## src/hdl/mcrl_pkg.sv

```systemverilog
// ----------------------------------------------------------------------------
// mcrl_pkg
// Shared types and codes for the multi-channel reading ring log.
// ----------------------------------------------------------------------------
`default_nettype none

package mcrl_pkg;

    localparam logic OP_STORE = 1'b0;
    localparam logic OP_DUMP  = 1'b1;

    typedef enum logic [1:0] {
        ST_IDLE,
        ST_STORE,
        ST_DUMP
    } t_state;

    // controller -> datapath
    typedef struct packed {
        logic accept;    // latch request fields, read the subject's ring row
        logic store_wr;  // write reading and updated ring row
        logic emit;      // issue one dump result, advance walk
    } t_cmd;

    // datapath -> controller
    typedef struct packed {
        logic subj_ok;   // request subject is in range
        logic kind_ok;   // request kind is in range
        logic dump_done; // result issued now is the final one of the dump
    } t_stat;

endpackage

`default_nettype wire

```

## src/hdl/mcrl_ctrl.sv

```systemverilog
// ----------------------------------------------------------------------------
// mcrl_ctrl
// Request sequencer: accepts requests, runs store write-back and dump walk.
// ----------------------------------------------------------------------------
`default_nettype none

module mcrl_ctrl (
    input  wire logic          i_clk,
    input  wire logic          i_rst_n,
    input  wire logic          start,
    input  wire logic          i_op,
    input  wire mcrl_pkg::t_stat i_stat,
    output mcrl_pkg::t_cmd     o_cmd,
    output logic               busy
);
    import mcrl_pkg::*;

    t_state r_state;
    t_state n_state;

    always_ff @(posedge i_clk) begin
        if (!i_rst_n) begin
            r_state <= ST_IDLE;
        end else begin
            r_state <= n_state;
        end
    end

    always_comb begin
        n_state = r_state;
        o_cmd   = '0;
        busy    = 1'b1;
        case (r_state)
            ST_IDLE: begin
                busy = 1'b0;
                if (start) begin
                    o_cmd.accept = 1'b1;
                    if (i_op == OP_STORE) begin
                        if (i_stat.subj_ok && i_stat.kind_ok) begin
                            n_state = ST_STORE;
                        end
                    end else begin
                        // out-of-range subject: dump gives nothing
                        if (i_stat.subj_ok) begin
                            n_state = ST_DUMP;
                        end
                    end
                end
            end
            ST_STORE: begin
                o_cmd.store_wr = 1'b1;
                n_state        = ST_IDLE;
            end
            ST_DUMP: begin
                o_cmd.emit = 1'b1;
                if (i_stat.dump_done) begin
                    n_state = ST_IDLE;
                end
            end
            default: begin
                n_state = ST_IDLE;
            end
        endcase
    end

endmodule

`default_nettype wire

```

## config.mk

```make
export PLATFORM = sky130hd
export DESIGN_NAME = mcrl_ctrl
export DESIGN_NICKNAME = d
export VERILOG_FILES = /design/src/hdl/mcrl_pkg.sv /design/src/hdl/mcrl_ctrl.sv
export SDC_FILE = /design/constraint.sdc
export NUM_CORES = 1
export LEC_CHECK = 0
export ABC_CLOCK_PERIOD_IN_PS = 1100
export BUFFER_PORTS_ARGS = -buffer_cell sky130_fd_sc_hd__buf_2
export CAP_MARGIN = 20
export CORE_AREA = 2 2 39 41
export DETAILED_ROUTE_END_ITERATION = 12
export DIE_AREA = 0 0 41 43
export PLACE_DENSITY_LB_ADDON = 0.3
export SYNTH_ARGS = -nofsm -noshare
export SYNTH_HDL_FRONTEND = slang
export SYNTH_SLANG_ARGS = --single-unit
```

## constraint.sdc

```tcl
create_clock -name i_clk -period 1.1 [get_ports i_clk]
set_input_delay 0.11 -clock i_clk [delete_from_list [all_inputs] [get_ports i_clk]]
set_output_delay 0.11 -clock i_clk [all_outputs]
set_load 0.005 [all_outputs]
```

==> results of run 1 <==
[metal layers]
layer / vias up / GRT usage
met5: - / 0
met4: 0 / 0.100
met3: 2 / 0.0366
met2: 15 / 0.0438
met1: 59 / 0.0575
li1: 76 / -
[logic make-up after synthesis]
kind of cell	synth area share
flip-flops	0.317
buffers and inverters	0.0297
AO/OA/AOI/OAI	0.0396
AND/OR/NAND/NOR	0.614
[final cells by class]
class | count | area (sq um)
inverter | 1 | 3.75
fill | 163 | 1150
multi-input combinational | 11 | 82.6
tap | 16 | 20.0
timing repair buffer | 12 | 65.1
sequential | 2 | 42.5
clock buffer | 3 | 22.5
[synthesized netlist by cell type]
master	count	share of area
nor2b_1	1	0.050
nor2_1	1	0.030
dfxtp_1	2	0.32
a21oi_1	1	0.040
inv_1	1	0.030
nand4b_1	1	0.069
or2_4	1	0.069
nand2b_1	1	0.050
and2b_1	1	0.059
or2b_1	1	0.059
nor4_4	1	0.17
nand2_1	2	0.059
[cells in the final DEF (no fill, tap or decap), drive strengths merged]
master,n
dfxtp,2
buf,12
nand2b,1
or2,1
and2b,1
or2b,1
nor2,1
nor2b,1
a21oi,1
nor4,1
inv,1
clkbuf,3
nand2,2
nand4b,1
[how the worst max path moves through the flow]
| stage | slack, ps | cells past startpoint | start | end |
|---|---|---|---|---|
| after global placement | 170 | 2 | r_state[1]$_SDFFE_PN0P_ | r_state[0]$_SDFFE_PN0P_ |
| after detailed placement | 180 | 2 | r_state[1]$_SDFFE_PN0P_ | r_state[0]$_SDFFE_PN0P_ |
| after floorplan | 220 | 2 | r_state[1]$_SDFFE_PN0P_ | r_state[0]$_SDFFE_PN0P_ |
| after global routing | -30 | 3 | r_state[1]$_SDFFE_PN0P_ | o_cmd[2] |
| after CTS | 7 | 3 | r_state[1]$_SDFFE_PN0P_ | o_cmd[2] |
| final | 20 | 3 | r_state[0]$_SDFFE_PN0P_ | o_cmd[2] |
[worst reg2reg max path, delay by kind of cell (launching register included)]
family | cells | cell delay (ps)
AND/OR/NAND/NOR | 2 | 470
flip-flops | 1 | 310
buffers and inverters | 1 | 140
[timing repair]
action | CTS | global route
endpoints found under the hold margin | 0 | 0
pin swaps | 1 | 0
hold buffers | 0 | 0
resized for setup | 2 | 0
setup endpoints to repair | 1 | 1
buffers inserted | 2 | 0
[power groups by stage]
stage / Combinational [mW] / Clock [mW] / Sequential (mW)
final: 0.0408 / 0.167 / 0.0774
after global placement: 0.0383 / 0 / 0.0782
after floorplan: 0.0175 / 0 / 0.0774
after CTS: 0.0415 / 0.178 / 0.0774
after global routing: 0.0445 / 0.188 / 0.0779
after detailed placement: 0.0377 / 0 / 0.0782
[per-stage QoR]
stage | util | power (mW) | instance area (sq um)
final | 0.171 | 0.285 | 236
after global routing | 0.171 | 0.310 | 236
after CTS | 0.171 | 0.297 | 236
after detailed placement | 0.142 | 0.116 | 196
after global placement | 0.142 | 0.116 | 196
after floorplan | - | 0.0949 | 126
==> out/metrics.yaml, run 1 <==
setup_path:
  cpPeakStageDelay_ps: 310
  arrival_ps: 970
  crit_required_ps: 990
  reg2reg_from: "r_state[0]$_SDFFE_PN0P_"
  critPathLaunchType: "register"
  r2r_cells: 3
  cp_num_buf_inv: 1
  path_max_fanout: 3
  path_cells: "or2_4 -> nor2_1 -> buf_2"
  slowest_stage: "dfxtp_2"
  crit_type: "register to output port"
  r2r-end: "r_state[0]$_SDFFE_PN0P_"
  critical_path.top_delay_family: "simple AND/OR/NAND/NOR gates"
  reg2reg_setup_slack_ps: 90
  crit_path_end_kind: "output port"
global_route:
  grt_pass1_wl_um: 510
  grt_pass1_vias: 133
  antenna_found_initial: 0
  grt_start_max_net_pins: 6
  grt_overflow: 0
  grt_usage: 0.0541
cts:
  htree_levels: 1
  cts_tree: "built"
  clkSinkCount: 2
  clockBufferDepth: 2
  cts_buffers: 3
  cts_root_buf: "clkbuf_4"
  path_clk_slew_ps: 30
  clk_latency_ps: 230
hold_path:
  hp-class: "input port to register"
  worstHoldStart: "i_op"
  hold_end: "r_state[0]$_SDFFE_PN0P_"
  hold_path_depth: 2
logic_synthesis:
  synth.cell_area_sq_um: 126
  ys_types: 12
  seq_area_frac_synth: 0.317
  syn-num-nets: 21
  yosys_warnings: 0
  ys_ff_latch: 2
  synth_area_per_cell_sq_um: 9.03
  synth_cells: 14
route:
  dr_wl_met2_um: 108
  postRouteWirelength_um: 344
  drt-met1-wl_um: 139
  wl_per_cell_um: 7.64
  drc: 0
  ant_nets: 0
  drt_iter0_drc: 1
  first_pass_iters: 4
  vias: 152
  top_layer: "met4"
  wl_met3_um: 77
  via_per_inst: 3.38
timing:
  hold_viol: 0
  layout_setup_ws_ps: 20.3
  final.period_utilization: 0.982
  period_minus_slack_ps: 1080
  tightest_slew_ps: 171
  finClkSkew_ps: 3.03
  rsz0062_at_grt: "yes"
  fin_setup_tns_ps: 0
  clock.fmax_ghz: 0.926
  holdWs_ps: 77.5
  setup_viol: 0
  slew_headroom: 0.885
  slew_viol_final: 0
run:
  maxCapViolCount: 0
final_layout:
  n_antenna_cell: 0
  fin_cells: 45
  top_regs: "r_state x2"
  top_register: "r_state"
  area_growth_pct: 87.1
  nNetsFinal: 38
  largest_register_ffs: 2
  layout-drive-gt1-share: 0.655
power:
  ir_drop_uv: 229
  pwr-share-clk: 0.586
  comb_power_share: 0.143
  intPower_uw: 220
  leakage_nw: 0.121
  net-switching-power_uw: 65.8
  p_per_area_mw_per_mm2: 1210
  seqPwrFrac: 0.271
  power.share.switching: 0.231
place:
  placed_cells: 40
  pre_cts_ws_ps: 176
  dp_hpwl_um: 258
  place_congestion: 0.599
  io_buffers: 10
die:
  dieWidth_um: 41
  io_pins: 11
  die_area_sq_mm: 0.00176
  design.core.area_sq_mm: 0.00138
  num_rows: 14
  initial_core_util: 0.0913
  die_y_um: 43
status:
  outcome: "finished, final reports clean"
No activity file was read; power rests on OpenSTA's default activity.
==> inputs of run 2 (changes only) <==
--- a/config.mk
+++ b/config.mk
@@ -5,7 +5,7 @@
 export SDC_FILE = /design/constraint.sdc
 export NUM_CORES = 1
 export LEC_CHECK = 0
-export ABC_CLOCK_PERIOD_IN_PS = 1100
+export ABC_CLOCK_PERIOD_IN_PS = 1300
 export BUFFER_PORTS_ARGS = -buffer_cell sky130_fd_sc_hd__buf_2
 export CAP_MARGIN = 20
 export CORE_AREA = 2 2 39 41
==> constraint.sdc (replaced) <==
create_clock -name i_clk -period 1.3 [get_ports i_clk]
set_input_delay 0.13 -clock i_clk [delete_from_list [all_inputs] [get_ports i_clk]]
set_output_delay 0.13 -clock i_clk [all_outputs]
set_load 0.005 [all_outputs]
==> run 2 against run 1 <==
Combinational power decreased by 21%. First-iteration DRC count increased by 100%. Utilization decreased by 1.3 points. Non-clock buffer count decreased by 2. Register-to-register slack improved by 290 ps. Largest cell class unchanged. Highest routed layer unchanged. Design area decreased by 7.4%. Routed wire length decreased by 2.6%. Power decreased by 19%.
==> out/metrics.yaml, run 2 (synthesis results as in run 1) <==
power:
  p_per_area_mw_per_mm2: 1060  # was 1210 mW/mm^2
  pwr-share-clk: 0.580  # was 0.586
  ir_drop_uv: 208  # was 229 uV
  intPower_uw: 183  # was 220 uW
  leakage_nw: 0.109  # was 0.121 nW
  seqPwrFrac: 0.281  # was 0.271
  net-switching-power_uw: 49.6  # was 65.8 uW
  power.share.switching: 0.213  # was 0.231
  comb_power_share: 0.138  # was 0.143
die:
  initial_core_util: 0.0913  # unchanged
  dieWidth_um: 41  # unchanged
  die_area_sq_mm: 0.00176  # unchanged
  io_pins: 11  # unchanged
  die_y_um: 43  # unchanged
  num_rows: 14  # unchanged
  design.core.area_sq_mm: 0.00138  # unchanged
timing:
  period_minus_slack_ps: 1140
  clock.fmax_ghz: 0.875
  hold_viol: 0  # unchanged
  tightest_slew_ps: 168  # was 171 ps
  slew_viol_final: 0  # unchanged
  layout_setup_ws_ps: 157  # was 20.3 ps
  rsz0062_at_grt: "no"  # was yes
  fin_setup_tns_ps: 0  # unchanged
  final.period_utilization: 0.879
  setup_viol: 0  # unchanged
  finClkSkew_ps: 0.436  # was 3.03 ps
  slew_headroom: 0.887  # was 0.885
status:
  outcome: "finished, final reports clean"  # unchanged
global_route:
  grt_start_max_net_pins: 6  # unchanged
  grt_pass1_wl_um: 510  # unchanged
  grt_overflow: 0  # unchanged
  grt_pass1_vias: 138  # was 133
  antenna_found_initial: 0  # unchanged
  grt_usage: 0.0511  # was 0.0541
route:
  drc: 0  # unchanged
  first_pass_iters: 2  # was 4
  ant_nets: 0  # unchanged
  drt_iter0_drc: 2  # was 1
  postRouteWirelength_um: 335  # was 344 um
  dr_wl_met2_um: 114  # was 108 um
  wl_met3_um: 49  # was 77 um
  drt-met1-wl_um: 166  # was 139 um
  vias: 147  # was 152
  via_per_inst: 3.42  # was 3.38
  wl_per_cell_um: 7.79  # was 7.64 um
  top_layer: "met4"  # unchanged
cts:
  cts_tree: "built"  # unchanged
  path_clk_slew_ps: 30  # about the same
  clkSinkCount: 2  # unchanged
  post-cts-setup-buffer-count: 0  # was 2
  clk_latency_ps: 220  # was 230 ps
  htree_levels: 1  # unchanged
  cts_root_buf: "clkbuf_4"  # unchanged
  cts_buffers: 3  # unchanged
  clockBufferDepth: 2  # unchanged
  cts_hold_buf: 0  # unchanged
  cts.repair.resized: 0  # was 2
final_layout:
  mostFrequentLayoutCells: "buf_2 (10), clkbuf_4 (3), nand2_1 (2), dfxtp_1 (2)"  # was buf_2 (10), clkbuf_4 (3), nand2_1 (2), dfxtp_2 (2), buf_4 (2)
  top_register: "r_state"  # unchanged
  fillers: 158  # was 163
  final_util: 0.158  # was 0.171
  layout_commonest_cell: "buf_2"  # unchanged
  top_regs: "r_state x2"  # unchanged
  n_antenna_cell: 0  # unchanged
  layout-drive-gt1-share: 0.556  # was 0.655
  nNetsFinal: 36  # was 38
  area_growth_pct: 73.3  # was 87.1%
  largest_register_ffs: 2  # unchanged
setup_path:
  path_max_fanout: 5  # was 3
  crit_type: "register to output port"  # unchanged
  crit_required_ps: 1170  # was 990 ps
  critPathLaunchType: "register"  # unchanged
  arrival_ps: 1010  # was 970 ps
  crit_path_end_kind: "output port"  # unchanged
hold_path:
  hp-class: "input port to register"  # unchanged
place:
  pre_cts_ws_ps: 389  # was 176 ps
  io_buffers: 10  # unchanged
  dp_hpwl_um: 270  # was 258 um
  place_congestion: 0.617  # was 0.599
run:
  maxCapViolCount: 0  # unchanged
## run 2: cell count changes in the layout (fill, tap and decap cells not counted), sizes merged
cell | before | now
buf | 12 | 10
## run 2: final timing paths
kind                           startpoint                      end  slack (ps)  depth (start not counted)
setup / recovery  r_state[1]$_SDFFE_PN0P_                 o_cmd[2]         160                          3
hold / removal                       i_op  r_state[0]$_SDFFE_PN0P_         120                          2
setup reg to reg  r_state[1]$_SDFFE_PN0P_  r_state[0]$_SDFFE_PN0P_         380                          2
hold reg to reg   r_state[0]$_SDFFE_PN0P_  r_state[1]$_SDFFE_PN0P_         570                          2
## run 2: worst max-delay path, stage by stage, from the launching register on
cell and delay, ps:
dfxtp_1 320, or2_4 280, nor2_1 80, buf_2 110
## run 2: power by group through the flow
stage / combinational [mW] / clock (mW) / sequential (mW)
floorplan: 0.0148 / 0 / 0.0655
global placement: 0.0326 / 0 / 0.0661
detailed placement: 0.0323 / 0 / 0.0660
CTS: 0.0325 / 0.147 / 0.0652
global route: 0.0352 / 0.150 / 0.0654
finish: 0.0321 / 0.135 / 0.0653
## run 2: area by class of cell
class                      instances  area (sq um)  area share
clock buffer                       3          22.5       0.103
timing repair buffer              10          50.0       0.229
tap                               16          20.0      0.0914
multi-input combinational         11          82.6       0.377
inverter                           1          3.75      0.0171
sequential                         2          40.0       0.183
## run 2: routing by layer
layer  global-route usage  vias to the layer above
li1                     -                       72
met3               0.0314                        2
met4               0.0800                        0
met5                    0                        -
met1               0.0607                       62
met2               0.0438                       11
## run 2: stage by stage
stage / total power [mW] / cell area (sq um) / std cells / hold slack, ps
finish: 0.232 / 219 / 43 / 119
global route: 0.251 / 219 / 43 / 111
detailed placement: 0.0983 / 196 / 40 / 346
floorplan: 0.0803 / 126 / 14 / 201
global placement: 0.0986 / 196 / 40 / 341
CTS: 0.244 / 219 / 43 / 106
